===== src/rtl/c8x_pkg.sv =====
`timescale 1ns / 1ps

package c8x_pkg;

    typedef struct packed {
        logic [15:0] instruction;
        logic [7:0]  random_byte;
    } t_in;

    typedef struct packed {
        logic [11:0] next_pc;
        logic        write_valid;
        logic [3:0]  write_index;
        logic [7:0]  write_value;
        logic        flag_valid;
        logic        flag_value;
        logic [11:0] index_value;
        logic        clear_screen;
        logic [1:0]  stack_fault;
        logic        unhandled;
    } t_out;

    typedef enum logic [3:0] {
        K_CLS,
        K_RET,
        K_JP,
        K_CALL,
        K_SE_I,
        K_SNE_I,
        K_SE_R,
        K_SNE_R,
        K_LD_I,
        K_ADD_I,
        K_ALU,
        K_LD_IDX,
        K_JP_V0,
        K_RND,
        K_UNH
    } t_kind;

    typedef struct packed {
        t_kind       kind;
        logic [3:0]  x;
        logic [3:0]  y;
        logic [3:0]  n;
        logic [11:0] nnn;
        logic [7:0]  rnd;
    } t_dec;

    localparam logic [15:0] C_CLS_WORD = 16'h00E0;
    localparam logic [15:0] C_RET_WORD = 16'h00EE;

    localparam logic [3:0] ALU_MOV  = 4'h0;
    localparam logic [3:0] ALU_OR   = 4'h1;
    localparam logic [3:0] ALU_AND  = 4'h2;
    localparam logic [3:0] ALU_XOR  = 4'h3;
    localparam logic [3:0] ALU_ADD  = 4'h4;
    localparam logic [3:0] ALU_SUB  = 4'h5;
    localparam logic [3:0] ALU_SHR  = 4'h6;
    localparam logic [3:0] ALU_SUBN = 4'h7;
    localparam logic [3:0] ALU_SHL  = 4'hE;

    localparam logic [3:0] C_VF = 4'hF;

    localparam logic [1:0] FAULT_NONE  = 2'd0;
    localparam logic [1:0] FAULT_FULL  = 2'd1;
    localparam logic [1:0] FAULT_EMPTY = 2'd2;

    localparam logic [11:0] C_PC_RESET = 12'd512;
    localparam logic        REG_PROG_START = 1'b0;

endpackage


===== src/rtl/c8x_ram.sv =====
`timescale 1ns / 1ps

module c8x_ram #(
    parameter int WIDTH = 8,
    parameter int DEPTH = 16
) (
    input  logic                     i_clk,
    input  logic                     i_we,
    input  logic [$clog2(DEPTH)-1:0] i_waddr,
    input  logic [WIDTH-1:0]         i_wdata,
    input  logic [$clog2(DEPTH)-1:0] i_raddr,
    output logic [WIDTH-1:0]         o_rdata
);
    logic [WIDTH-1:0] r_mem [DEPTH];
    logic [WIDTH-1:0] r_rdata;

    always_ff @(posedge i_clk) begin
        if (i_we) begin
            r_mem[i_waddr] <= i_wdata;
        end
        r_rdata <= r_mem[i_raddr];
    end

    assign o_rdata = r_rdata;
endmodule


===== src/rtl/c8x_front.sv =====
`timescale 1ns / 1ps

module c8x_front (
    input  c8x_pkg::t_in  i_data,
    output c8x_pkg::t_dec o_dec
);
    import c8x_pkg::*;

    logic [15:0] w;
    t_kind       kind;

    assign w = i_data.instruction;

    always_comb begin
        case (w[15:12])
            4'h0: begin
                if (w == C_CLS_WORD) kind = K_CLS;
                else if (w == C_RET_WORD) kind = K_RET;
                else kind = K_UNH;
            end
            4'h1: kind = K_JP;
            4'h2: kind = K_CALL;
            4'h3: kind = K_SE_I;
            4'h4: kind = K_SNE_I;
            4'h5: kind = K_SE_R;
            4'h6: kind = K_LD_I;
            4'h7: kind = K_ADD_I;
            4'h8: begin
                if (w[3] == 1'b0 || w[3:0] == ALU_SHL) kind = K_ALU;
                else kind = K_UNH;
            end
            4'h9: kind = (w[3:0] == 4'h0) ? K_SNE_R : K_UNH;
            4'hA: kind = K_LD_IDX;
            4'hB: kind = K_JP_V0;
            4'hC: kind = K_RND;
            default: kind = K_UNH;
        endcase
    end

    assign o_dec.kind = kind;
    assign o_dec.x    = w[11:8];
    assign o_dec.y    = w[7:4];
    assign o_dec.n    = w[3:0];
    assign o_dec.nnn  = w[11:0];
    assign o_dec.rnd  = i_data.random_byte;
endmodule


===== src/rtl/c8x_queue.sv =====
`timescale 1ns / 1ps

module c8x_queue (
    input  logic          i_clk,
    input  logic          i_rst_n,
    input  logic          i_push,
    input  c8x_pkg::t_dec i_data,
    output logic          o_full,
    input  logic          i_pop,
    output logic          o_valid,
    output c8x_pkg::t_dec o_data
);
    import c8x_pkg::*;

    t_dec       r_slot [2];
    logic       r_wptr;
    logic       r_rptr;
    logic [1:0] r_count;

    always_ff @(posedge i_clk) begin
        if (!i_rst_n) begin
            r_wptr  <= 1'b0;
            r_rptr  <= 1'b0;
            r_count <= 2'd0;
        end else begin
            if (i_push) r_wptr <= ~r_wptr;
            if (i_pop)  r_rptr <= ~r_rptr;
            r_count <= r_count + {1'b0, i_push} - {1'b0, i_pop};
        end
    end

    always_ff @(posedge i_clk) begin
        if (i_push) r_slot[r_wptr] <= i_data;
    end

    assign o_full  = (r_count == 2'd2);
    assign o_valid = (r_count != 2'd0);
    assign o_data  = r_slot[r_rptr];
endmodule


===== src/rtl/c8x_back.sv =====
`timescale 1ns / 1ps

module c8x_back #(
    parameter int STACK_DEPTH = 16
) (
    input  logic          i_clk,
    input  logic          i_rst_n,
    input  logic          i_q_valid,
    input  c8x_pkg::t_dec i_q_data,
    output logic          o_pop,
    output logic          o_valid,
    output c8x_pkg::t_out o_data,
    input  logic          i_stall
);
    import c8x_pkg::*;

    localparam int LW = $clog2(STACK_DEPTH + 1);
    localparam int AW = $clog2(STACK_DEPTH);

    // execute stage
    logic        r_b_valid;
    t_dec        r_b;
    logic        b_fire;
    logic        load;

    // architectural state
    logic [11:0] r_pc, n_pc;
    logic [11:0] r_idx, n_idx;
    logic [7:0]  r_vf, n_vf;
    logic [7:0]  r_v0;
    logic [LW-1:0] r_level, n_level;
    // V registers not yet written since reset read as zero
    logic [15:0] r_vw;

    // last register-file and stack writes, for read-during-write forwarding
    logic        r_byp;
    logic [3:0]  r_byp_x;
    logic [7:0]  r_byp_val;
    logic        r_push;
    logic [11:0] r_push_data;

    logic        r_o_valid;
    t_out        r_o_data;
    t_out        res;

    logic [3:0]  rd_x, rd_y;
    logic [7:0]  qx, qy;
    logic [7:0]  vx, vy;
    logic [11:0] stk_q, top;
    logic [LW-1:0] lvl_m1;
    logic        rf_we;
    logic        push;
    logic [11:0] pc2, pc4;
    logic [8:0]  sum9;
    logic        wv, fv, fval, reg_last;
    logic [7:0]  wval;

    assign b_fire = r_b_valid && (!r_o_valid || !i_stall);
    assign load   = i_q_valid && (!r_b_valid || b_fire);
    assign o_pop  = load;

    assign rd_x = load ? i_q_data.x : r_b.x;
    assign rd_y = load ? i_q_data.y : r_b.y;

    assign rf_we = b_fire && wv && (r_b.x != C_VF);

    c8x_ram #(.WIDTH(8), .DEPTH(16)) u_rf_x (
        .i_clk   (i_clk),
        .i_we    (rf_we),
        .i_waddr (r_b.x),
        .i_wdata (wval),
        .i_raddr (rd_x),
        .o_rdata (qx)
    );

    c8x_ram #(.WIDTH(8), .DEPTH(16)) u_rf_y (
        .i_clk   (i_clk),
        .i_we    (rf_we),
        .i_waddr (r_b.x),
        .i_wdata (wval),
        .i_raddr (rd_y),
        .o_rdata (qy)
    );

    assign lvl_m1 = n_level - {{(LW-1){1'b0}}, 1'b1};

    c8x_ram #(.WIDTH(12), .DEPTH(STACK_DEPTH)) u_stack (
        .i_clk   (i_clk),
        .i_we    (b_fire && push),
        .i_waddr (r_level[AW-1:0]),
        .i_wdata (pc2),
        .i_raddr (lvl_m1[AW-1:0]),
        .o_rdata (stk_q)
    );

    always_comb begin
        if (r_b.x == C_VF) vx = r_vf;
        else if (r_byp && r_byp_x == r_b.x) vx = r_byp_val;
        else if (!r_vw[r_b.x]) vx = 8'd0;
        else vx = qx;
        if (r_b.y == C_VF) vy = r_vf;
        else if (r_byp && r_byp_x == r_b.y) vy = r_byp_val;
        else if (!r_vw[r_b.y]) vy = 8'd0;
        else vy = qy;
    end

    assign top  = r_push ? r_push_data : stk_q;
    assign pc2  = r_pc + 12'd2;
    assign pc4  = r_pc + 12'd4;
    assign sum9 = {1'b0, vx} + {1'b0, vy};

    always_comb begin
        wv       = 1'b0;
        fv       = 1'b0;
        fval     = 1'b0;
        wval     = 8'd0;
        reg_last = 1'b1;
        push     = 1'b0;
        n_pc     = pc2;
        n_idx    = r_idx;
        n_level  = r_level;
        res      = '0;
        case (r_b.kind)
            K_CLS: res.clear_screen = 1'b1;
            K_RET: begin
                if (r_level == '0) begin
                    res.stack_fault = FAULT_EMPTY;
                end else begin
                    n_level = r_level - {{(LW-1){1'b0}}, 1'b1};
                    n_pc    = top;
                end
            end
            K_JP: n_pc = r_b.nnn;
            K_CALL: begin
                if (r_level == LW'(STACK_DEPTH)) begin
                    res.stack_fault = FAULT_FULL;
                end else begin
                    push    = 1'b1;
                    n_level = r_level + {{(LW-1){1'b0}}, 1'b1};
                    n_pc    = r_b.nnn;
                end
            end
            K_SE_I:  if (vx == r_b.nnn[7:0]) n_pc = pc4;
            K_SNE_I: if (vx != r_b.nnn[7:0]) n_pc = pc4;
            K_SE_R:  if (vx == vy) n_pc = pc4;
            K_SNE_R: if (vx != vy) n_pc = pc4;
            K_LD_I: begin
                wv = 1'b1; wval = r_b.nnn[7:0];
            end
            K_ADD_I: begin
                wv = 1'b1; wval = vx + r_b.nnn[7:0];
            end
            K_ALU: begin
                wv = 1'b1;
                case (r_b.n)
                    ALU_MOV: wval = vy;
                    ALU_OR:  wval = vx | vy;
                    ALU_AND: wval = vx & vy;
                    ALU_XOR: wval = vx ^ vy;
                    ALU_ADD: begin
                        fv = 1'b1; wval = sum9[7:0]; fval = sum9[8];
                    end
                    ALU_SUB: begin
                        fv = 1'b1; wval = vx - vy; fval = !(vy > vx);
                    end
                    ALU_SHR: begin
                        fv = 1'b1; reg_last = 1'b0;
                        wval = {1'b0, vx[7:1]}; fval = vx[0];
                    end
                    ALU_SUBN: begin
                        fv = 1'b1; wval = vy - vx; fval = !(vy < vx);
                    end
                    ALU_SHL: begin
                        fv = 1'b1; reg_last = 1'b0;
                        wval = {vx[6:0], 1'b0}; fval = vx[7];
                    end
                    default: wv = 1'b0;
                endcase
            end
            K_LD_IDX: n_idx = r_b.nnn;
            K_JP_V0:  n_pc = {4'd0, r_v0} + r_b.nnn;
            K_RND: begin
                wv = 1'b1; wval = r_b.rnd & r_b.nnn[7:0];
            end
            default: res.unhandled = 1'b1;
        endcase

        // VF takes whichever write comes last in the instruction's order
        n_vf = r_vf;
        if (reg_last) begin
            if (fv) n_vf = {7'd0, fval};
            if (wv && r_b.x == C_VF) n_vf = wval;
        end else begin
            if (wv && r_b.x == C_VF) n_vf = wval;
            if (fv) n_vf = {7'd0, fval};
        end

        if (!b_fire) begin
            n_pc    = r_pc;
            n_idx   = r_idx;
            n_level = r_level;
            n_vf    = r_vf;
        end

        res.next_pc     = n_pc;
        res.write_valid = wv;
        res.write_index = wv ? r_b.x : 4'd0;
        res.write_value = wv ? wval : 8'd0;
        res.flag_valid  = fv;
        res.flag_value  = fv ? fval : 1'b0;
        res.index_value = n_idx;
    end

    always_ff @(posedge i_clk) begin
        if (!i_rst_n) begin
            r_b_valid <= 1'b0;
            r_o_valid <= 1'b0;
            r_pc      <= C_PC_RESET;
            r_idx     <= 12'd0;
            r_vf      <= 8'd0;
            r_v0      <= 8'd0;
            r_level   <= '0;
            r_vw      <= 16'd0;
            r_byp     <= 1'b0;
            r_push    <= 1'b0;
        end else begin
            if (load) r_b_valid <= 1'b1;
            else if (b_fire) r_b_valid <= 1'b0;
            if (b_fire) r_o_valid <= 1'b1;
            else if (!i_stall) r_o_valid <= 1'b0;
            r_pc    <= n_pc;
            r_idx   <= n_idx;
            r_vf    <= n_vf;
            r_level <= n_level;
            if (rf_we && r_b.x == 4'd0) r_v0 <= wval;
            if (rf_we) r_vw[r_b.x] <= 1'b1;
            r_byp  <= rf_we;
            r_push <= b_fire && push;
        end
    end

    always_ff @(posedge i_clk) begin
        if (load) r_b <= i_q_data;
        if (b_fire) r_o_data <= res;
        r_byp_x     <= r_b.x;
        r_byp_val   <= wval;
        r_push_data <= pc2;
    end

    assign o_valid = r_o_valid;
    assign o_data  = r_o_data;
endmodule


===== src/rtl/chip8_instruction_execute.sv =====
// An accepted transaction is registered in the decode queue, then in the execute stage,
// then in the output register, where its result shows.
// Throughput: one instruction per cycle when nothing downstream stalls, set by the single
// execute stage that reads and writes the V registers, index, pc and return stack.
// Reset (synchronous, active low): pc 512, V registers, index and stack level zero,
// program_start 512; the return stack is not cleared.
`timescale 1ns / 1ps

module chip8_instruction_execute #(
    parameter int STACK_DEPTH = 16
) (
    input  logic          i_clk,
    input  logic          i_rst_n,
    input  logic          i_valid,
    input  c8x_pkg::t_in  i_data,
    output logic          o_stall,
    output logic          o_valid,
    output c8x_pkg::t_out o_data,
    input  logic          i_stall,
    input  logic          psel,
    input  logic          penable,
    input  logic          pwrite,
    input  logic [2:0]    paddr,
    input  logic [31:0]   pwdata,
    output logic [31:0]   prdata,
    output logic          pready
);
    import c8x_pkg::*;

    t_dec        f_dec;
    t_dec        q_data;
    logic        q_full;
    logic        q_valid;
    logic        pop;
    logic [11:0] r_prog_start;

    c8x_front u_front (
        .i_data (i_data),
        .o_dec  (f_dec)
    );

    c8x_queue u_queue (
        .i_clk   (i_clk),
        .i_rst_n (i_rst_n),
        .i_push  (i_valid && !q_full),
        .i_data  (f_dec),
        .o_full  (q_full),
        .i_pop   (pop),
        .o_valid (q_valid),
        .o_data  (q_data)
    );

    c8x_back #(.STACK_DEPTH(STACK_DEPTH)) u_back (
        .i_clk     (i_clk),
        .i_rst_n   (i_rst_n),
        .i_q_valid (q_valid),
        .i_q_data  (q_data),
        .o_pop     (pop),
        .o_valid   (o_valid),
        .o_data    (o_data),
        .i_stall   (i_stall)
    );

    assign o_stall = q_full;

    // program_start is held for read back only; pc loads its reset value
    always_ff @(posedge i_clk) begin
        if (!i_rst_n) begin
            r_prog_start <= C_PC_RESET;
        end else if (psel && penable && pwrite && paddr[2] == REG_PROG_START) begin
            r_prog_start <= pwdata[11:0];
        end
    end

    assign pready = 1'b1;
    assign prdata = (paddr[2] == REG_PROG_START) ? {20'd0, r_prog_start} : 32'd0;

    a_fault_code: assert property (@(posedge i_clk) disable iff (!i_rst_n)
        o_valid |-> o_data.stack_fault != 2'd3)
        else $error("illegal stack fault code");

    a_unh_quiet: assert property (@(posedge i_clk) disable iff (!i_rst_n)
        o_valid && o_data.unhandled |->
            !o_data.write_valid && !o_data.flag_valid && !o_data.clear_screen)
        else $error("unhandled instruction has side effects");

    a_flag_with_write: assert property (@(posedge i_clk) disable iff (!i_rst_n)
        o_valid && o_data.flag_valid |-> o_data.write_valid)
        else $error("flag write without register write");

    a_zero_fields: assert property (@(posedge i_clk) disable iff (!i_rst_n)
        o_valid && !o_data.write_valid |->
            o_data.write_index == 4'd0 && o_data.write_value == 8'd0)
        else $error("write fields not zero");

endmodule

===== config.mk =====
export PLATFORM = sky130hd
export DESIGN_NAME = chip8_instruction_execute
export DESIGN_NICKNAME = d
export VERILOG_FILES = /design/src/rtl/c8x_pkg.sv /design/src/rtl/c8x_ram.sv /design/src/rtl/c8x_front.sv /design/src/rtl/c8x_queue.sv /design/src/rtl/c8x_back.sv /design/src/rtl/chip8_instruction_execute.sv
export SDC_FILE = /design/constraint.sdc
export NUM_CORES = 1
export LEC_CHECK = 0
export ABC_AREA = 1
export BUFFER_PORTS_ARGS = -buffer_cell sky130_fd_sc_hd__buf_2
export CAP_MARGIN = 20
export CORE_MARGIN = 2
export CORE_UTILIZATION = 66
export CTS_CLUSTER_SIZE = 25
export DETAILED_ROUTE_END_ITERATION = 16
export PLACE_DENSITY_LB_ADDON = 0.3
export SLEW_MARGIN = 20
export SYNTH_ARGS = -nofsm -noshare
export SYNTH_HDL_FRONTEND = slang
export SYNTH_SLANG_ARGS = --single-unit

===== constraint.sdc =====
create_clock -name i_clk -period 10.2 [get_ports i_clk]
set_clock_uncertainty 0.1 [all_clocks]
set_input_delay 0.51 -clock i_clk [delete_from_list [all_inputs] [get_ports i_clk]]
set_output_delay 0.51 -clock i_clk [all_outputs]
set_load 0.02 [all_outputs]

; Word-level counts from Yosys, hierarchy flattened
; Memories as Yosys holds them, arrays and structs flattened. A register that Yosys moved wholly into a read port is not among the register bits.
; Cells that the tools add are included.
[word_totals]
regBits = 184
mem_bits_rw = 520
in_bits = 66
output_inout_bits = 78
elab_cells = 218
mem_count = 4
[mem_list]
columns = name, words, word_bits, read_ports, rd_clocked_by_memory_dff, write_ports, line
row1 = u_back.u_stack.r_mem, 16, 12, 1, 1, 1, c8x_ram.sv:14  ; logic [WIDTH-1:0] r_mem [DEPTH];
row2 = u_back.u_rf_x.r_mem, 16, 8, 1, 1, 1, c8x_ram.sv:14
row3 = u_back.u_rf_y.r_mem, 16, 8, 1, 1, 1, c8x_ram.sv:14
row4 = u_queue.r_slot, 2, 36, 1, 1, 1, c8x_queue.sv:15  ; t_dec r_slot [2];
[classes]
add_sub_neg = 12
order_cmp = 5
eq_ne = 48
n_mux = 69
n_bitwise = 9
n_reduce_logical = 38
[op_table]
columns = cell, count
row1 = 12-bit two-way mux, 11
row2 = 12-bit one-hot mux with 8 select lines, 1
row3 = 8-bit two-way mux, 11
row4 = 8-bit one-hot mux with 9 select lines, 1
row5 = "4-bit equality test, second input constant", 15
row6 = 4-bit one-hot mux with 13 select lines, 1
row7 = "4-bit by 3-bit equality test with 1-bit output, second input constant", 12
row8 = "16-bit by 8-bit equality test with 1-bit output, second input constant", 2
row9 = 8-bit one-hot mux with 4 select lines, 1
row10 = 1-bit two-way mux, 26
row11 = "4-bit by 2-bit equality test with 1-bit output, second input constant", 6
row12 = 4-bit zero test, 5
row13 = 4-bit two-way mux, 5
row14 = 8-bit AND, 2
row15 = 8-bit equality test, 2
row16 = 8-bit != test, 2
row17 = 16-bit OR, 1
row18 = 8-bit subtractor, 2
row19 = 5-bit two-way mux, 3
row20 = 1-bit logical AND, 14
row21 = 14-bit OR reduction, 1
row22 = "12-bit by 2-bit adder with 12-bit output, second input constant", 1
row23 = "12-bit by 3-bit adder with 12-bit output, second input constant", 1
row24 = 8-bit by 12-bit adder with 12-bit output, 1
row25 = other kinds (37), 54

; Depth between registers and ports, before layout
[depth]
depth_word = 12
ltp_mapped = 33
depth_no_buf = 32

; Modules after synthesis
; A second synthesis with hierarchy kept.
[hier_totals]
cells_unflattened = 3708
area_unflattened_um2 = 34893.5
[modules_own_cells]
columns = mod, instances, cells_each, area_each_um2, seq_area_each_um2
row1 = c8x_ram (u_back.u_rf_x ...), 2, 551, 5766.8, 4003.8
row2 = c8x_back, 1, 1420, 10485.1, 4154.0
row3 = c8x_ram (u_back.u_stack), 1, 813, 8562.0, 6005.8
row4 = c8x_queue, 1, 145, 2976.6, 2262.2
row5 = chip8_instruction_execute, 1, 131, 812.0, 240.2
row6 = c8x_front, 1, 97, 524.3, 0.0

; Worst setup path before layout
; No wires, ideal clock.
[synth_timing]
path_type = reg2reg
start = register u_back.r_b[12] in the netlist's numbering
end = register u_back.r_v0[6]
setup_ns = 0.115
arrival_ns = 3.532
required_time_ns = 9.985
setup_slack_ns = 6.453
path_stages_with_launch = 29
path_buffers = 1
synth_period_minus_slack_ns = 3.747
path_cell_list = edfxtp_1 -> buf_4 -> o21a_1 -> o211ai_1 -> nand3_1 -> nand2_1 -> nand2_1 -> nand3_1 -> nand2_1 -> inv_1 -> ha_1 -> inv_1 -> fa_1 -> inv_1 -> a21oi_1 -> o21ai_0 -> inv_1 -> o21ai_0 -> a21oi_1 -> nor2_1 -> nor2_1 -> nand2_1 -> nand2_1 -> nor2_1 -> nand2_1 -> nand2_1 -> nand2_1 -> o21bai_1 -> inv_1
[synth_between]
elab_chain_cells = 2
[synth_lines]
columns = element, line
row1 = start: declaration, c8x_back.sv:22  ; t_dec r_b;
row2 = start signal: assignment, c8x_back.sv:243  ; if (load) r_b <= i_q_data;
row3 = 8-bit adder, c8x_back.sv:151  ; wv = 1'b1; wval = vx + r_b.nnn[7:0];
row4 = 8-bit one-hot mux with 4 select lines, c8x_back.sv:123  ; case (r_b.kind)
row5 = net u_back.u_rf_x.i_wdata[6], c8x_ram.sv:10  ; input logic [WIDTH-1:0] i_wdata,
row6 = end signal: assignment, c8x_back.sv:235  ; if (rf_we && r_b.x == 4'd0) r_v0 <= wval;
row7 = end: declaration, c8x_back.sv:30  ; logic [7:0] r_v0;
; The timed path passes the listed nets, and every way through them passes these cells.
; A chain may end at the register's enable or synchronous reset.

==> impl_metrics.env <==
export IMPL_status="finished, final reports clean"
export IMPL_clk_latency_ns=0.63
export IMPL_cp_depth=24
export IMPL_drt_iter0_drc=3208
export IMPL_cp_slowest_stage_delay_ns=0.86
export IMPL_reg2reg_depth=24
export IMPL_timing_fmax_mhz=177
export IMPL_cts_max_level=2
export IMPL_synth_async_sr_flop_share_pct=0
export IMPL_clockRootBuffer="clkbuf_16"
export IMPL_ys_warnings_count=0
export IMPL_fin_util_pct=73.9
export IMPL_syn_area_per_cell_um2=9.82
export IMPL_vdd_drop_max_uv=430
export IMPL_cts_resized=0
export IMPL_die_w_um=207
export IMPL_grt_max_degree=101
export IMPL_cts_made_buffers=53
export IMPL_max_cap_violations=0
export IMPL_synth_edf_count=435
export IMPL_die_area_mm2=0.0428
export IMPL_arrival_ns=6.05
export IMPL_syn_inst=2768
export IMPL_reg2reg_slack_ns=4.54
export IMPL_die_y_um=207
export IMPL_grt_pass1_vias=20708
export IMPL_crit_required_ns=10.60
export IMPL_grt_pass1_wl_um=113000
export IMPL_layout_common_cells="nand2_1, edfxtp_1, nor2_1"
export IMPL_holdWs_ns=0.00959
export IMPL_ys_ff_latch=569
export IMPL_post_cts_buffers=0
export IMPL_synth_area_mm2=0.0272
export IMPL_ys_seq_area_share_pct=57.9
export IMPL_grt_overflow=0
export IMPL_crit_slowest_cell="edfxtp_1"
export IMPL_critical_path_class="flip-flop to flip-flop"
export IMPL_cp_start_kind="flip-flop"
export IMPL_diodes=0
export IMPL_final_antenna_net_count=0
export IMPL_mostFrequentLayoutCell="nand2_1"
export IMPL_drc=0
export IMPL_grt_usage_pct=34.6
export IMPL_reg2reg_from="u_back.r_b[16]$_DFFE_PP_"
export IMPL_p_leak_nw=11.8
export IMPL_final_setup_viol_count=0
export IMPL_cp_end_kind="flip-flop"
export IMPL_worst_pin_slew_ns=1.13
export IMPL_timing_final_crit_share_pct=55.5
export IMPL_viasPerCell=6.29
export IMPL_drive_gt1_share_pct=12.2
export IMPL_nNetsFinal=2992
export IMPL_clock_path_buffers=3
export IMPL_cts_tree="yes"
export IMPL_rsz0062_at_grt="false"
export IMPL_multi_input_area_mm2=0.00988
export IMPL_path_cells="inv_4 > nand2_1 > nand2_1 > nand2_1 > nand2_1 > nand2_1 > nand4_1 > nand3_1 > nand2_1 > nand2_1 > inv_1 > ha_1 > inv_1 > nand2_1 > o21ai_0 > inv_1 > nor2_1 > o22ai_1 > nor2_1 > nand4_1 > nand2_1 > nand2_1 > o21bai_1 > inv_1"
export IMPL_num_vias=21663
export IMPL_min_period_ns=5.66
export IMPL_wl_per_cell_um=21.5
export IMPL_place_congestion=0.936
export IMPL_hold_path_end="u_queue.r_slot[0][22]$_DFFE_PP_"
export IMPL_min_from="i_data[10]"
export IMPL_hold_depth=1
export IMPL_start_util_pct=66.7
export IMPL_dp_hpwl_um=48200
export IMPL_synth_distinct_cells=69
export IMPL_portBuffers=100
export IMPL_core_area_mm2=0.0407
export IMPL_min_path_type="input pin to flip-flop"
export IMPL_syn_to_final_growth_pct=10.8
export IMPL_setup_slack_ns=4.54
export IMPL_rows=74
export IMPL_crit_fanout=19
export IMPL_slew_violations=0
export IMPL_seqCellArea_mm2=0.0157
export IMPL_crit_family="simple AND/OR/NAND/NOR gates"
export IMPL_synthFlopType="edfxtp_1"
export IMPL_pin_count=144
export IMPL_r2r_end="u_back.r_v0[4]$_SDFFE_PN0P_"
export IMPL_fin_setup_tns_ns=0
export IMPL_first_pass_iters=7
export IMPL_wl_um=73900
export IMPL_hold_violations=0
export IMPL_clock_sinks=569
export IMPL_path_clk_slew_ns=0.06
export IMPL_p_per_area_mw_per_mm2=297
export IMPL_crit_buf_inv=5
export IMPL_cp_common_cell="nand2_1"
export IMPL_relSlewSlack_pct=24.2
export IMPL_fill_cells=2795
export IMPL_preCtsSetupSlack_ns=4.90
export IMPL_antenna_found_initial=0
## state kept, by name, summed over array words and instances (netlist names), 2 cells and up, named ones only
name / count
u_back.u_rf_x.o_rdata: 8
u_queue.r_count: 2
u_back.u_stack.r_mem: 192
u_back.u_rf_y.o_rdata: 8
u_back.u_rf_y.r_mem: 128
u_back.r_byp_x: 4
u_queue.r_slot: 48
u_back.r_idx: 12
u_back.r_vw: 16
u_back.r_push_data: 12
u_back.r_vf: 8
u_back.r_b: 24
u_back.r_pc: 12
u_back.o_data: 43
u_back.r_v0: 8
u_back.r_level: 5
r_prog_start: 12
u_back.u_stack.o_rdata: 12
u_back.r_byp_val: 8
## what timing repair did
action,4_1_cts,5_1_grt
setup endpoints to repair,0,0
hold endpoints to repair,24,3
hold buffers,12,2
## area by class of cell
class	count	share of cell area (%)
inverter	266	3.33
timing repair buffer	155	3.15
tap	532	2.21
sequential	569	52.3
clock inverter	22	1.12
multi-input combinational	1820	32.8
clock buffer	78	5.06
## worst reg2reg max path, cell delays in order, from the launching register on
cell and delay (ns):
edfxtp_1 0.86, inv_4 0.23, nand2_1 0.14, nand2_1 0.08, nand2_1 0.06, nand2_1 0.09, nand2_1 0.08, nand4_1 0.35
nand3_1 0.18, nand2_1 0.09, nand2_1 0.15, inv_1 0.16, ha_1 0.43, inv_1 0.20, nand2_1 0.10, o21ai_0 0.61
inv_1 0.09, nor2_1 0.11, o22ai_1 0.09, nor2_1 0.24, nand4_1 0.13, nand2_1 0.11, nand2_1 0.46, o21bai_1 0.33
inv_1 0.06
## cell usage after synthesis, drive strengths merged, types with 4 or more instances
library cell | instances | share of area (%)
nor3 | 15 | 0.29
buf | 56 | 1.4
o21bai | 10 | 0.28
o211ai | 92 | 2.5
or2 | 42 | 0.97
clkbuf | 84 | 1.2
nor2 | 336 | 4.9
a31oi | 10 | 0.23
a21oi | 162 | 3.0
o2111ai | 4 | 0.13
nand2 | 478 | 6.8
mux2 | 22 | 0.91
ha | 56 | 2.6
o221ai | 36 | 1.2
inv | 264 | 3.7
o21ai | 271 | 5.0
xnor2 | 6 | 0.26
o311ai | 30 | 0.97
a211oi | 5 | 0.14
fa | 5 | 0.37
xor2 | 18 | 0.58
o32ai | 16 | 0.52
nand3 | 102 | 2.1
nand4 | 19 | 0.44
nor4 | 5 | 0.17
o21a | 15 | 0.41
edfxtp | 435 | 48
dfxtp | 134 | 9.9
o22ai | 16 | 0.37
## cell families after synthesis
group	Yosys count	share of synthesized area (%)
flops	569	57.9
buf+inv	406	6.23
mux	23	0.949
other cells	2	0.0276
compound gates	679	15.2
fa+ha+maj	61	2.95
simple gates	1004	15.8
xor+xnor	24	0.843
## power breakdown
part | total [W] | switching, W | internal, W
Clock | 0.00209 | 0.000866 | 0.00122
Sequential | 0.00317 | 0.000230 | 0.00294
Combinational | 0.00369 | 0.00268 | 0.00100
Total | 0.00894 | 0.00378 | 0.00516
## per-layer routing
metal | global-route usage (%) | part of all wire [%] | vias up
met1 | 45.3 | 37 | 10093
li1 | - | - | 9830
met5 | 0 | 0 | -
met3 | 5.92 | 11 | 284
met2 | 56.9 | 47 | 1456
met4 | 16.0 | 4.8 | 0
## worst max path at each step
stage | startpoint | to | slack, ns
2_1_floorplan | u_back.r_b[12]$_DFFE_PP_ | u_back.r_v0[6]$_SDFFE_PN0P_ | 6.45
3_3_place_gp | u_back.r_b[12]$_DFFE_PP_ | u_back.r_v0[6]$_SDFFE_PN0P_ | 4.95
3_5_place_dp | u_back.r_b[16]$_DFFE_PP_ | u_back.r_v0[6]$_SDFFE_PN0P_ | 4.90
4_1_cts | u_back.r_b[16]$_DFFE_PP_ | u_back.r_v0[4]$_SDFFE_PN0P_ | 4.75
5_1_grt | u_back.r_b[16]$_DFFE_PP_ | u_back.r_v0[3]$_SDFFE_PN0P_ | 4.22
6_report | u_back.r_b[16]$_DFFE_PP_ | u_back.r_v0[4]$_SDFFE_PN0P_ | 4.54
## through the flow
stage / instances / cell area (um2) / power (W)
detailed placement: 3328 / 28100 / 0.00671
CTS: 3440 / 30100 / 0.00879
global placement: 3328 / 28100 / 0.00658
finish: 3442 / 30100 / 0.00894
floorplan: 2795 / 27300 / 0.00556
global route: 3442 / 30100 / 0.00934
Note: power is estimated with default switching activity, not from simulation.
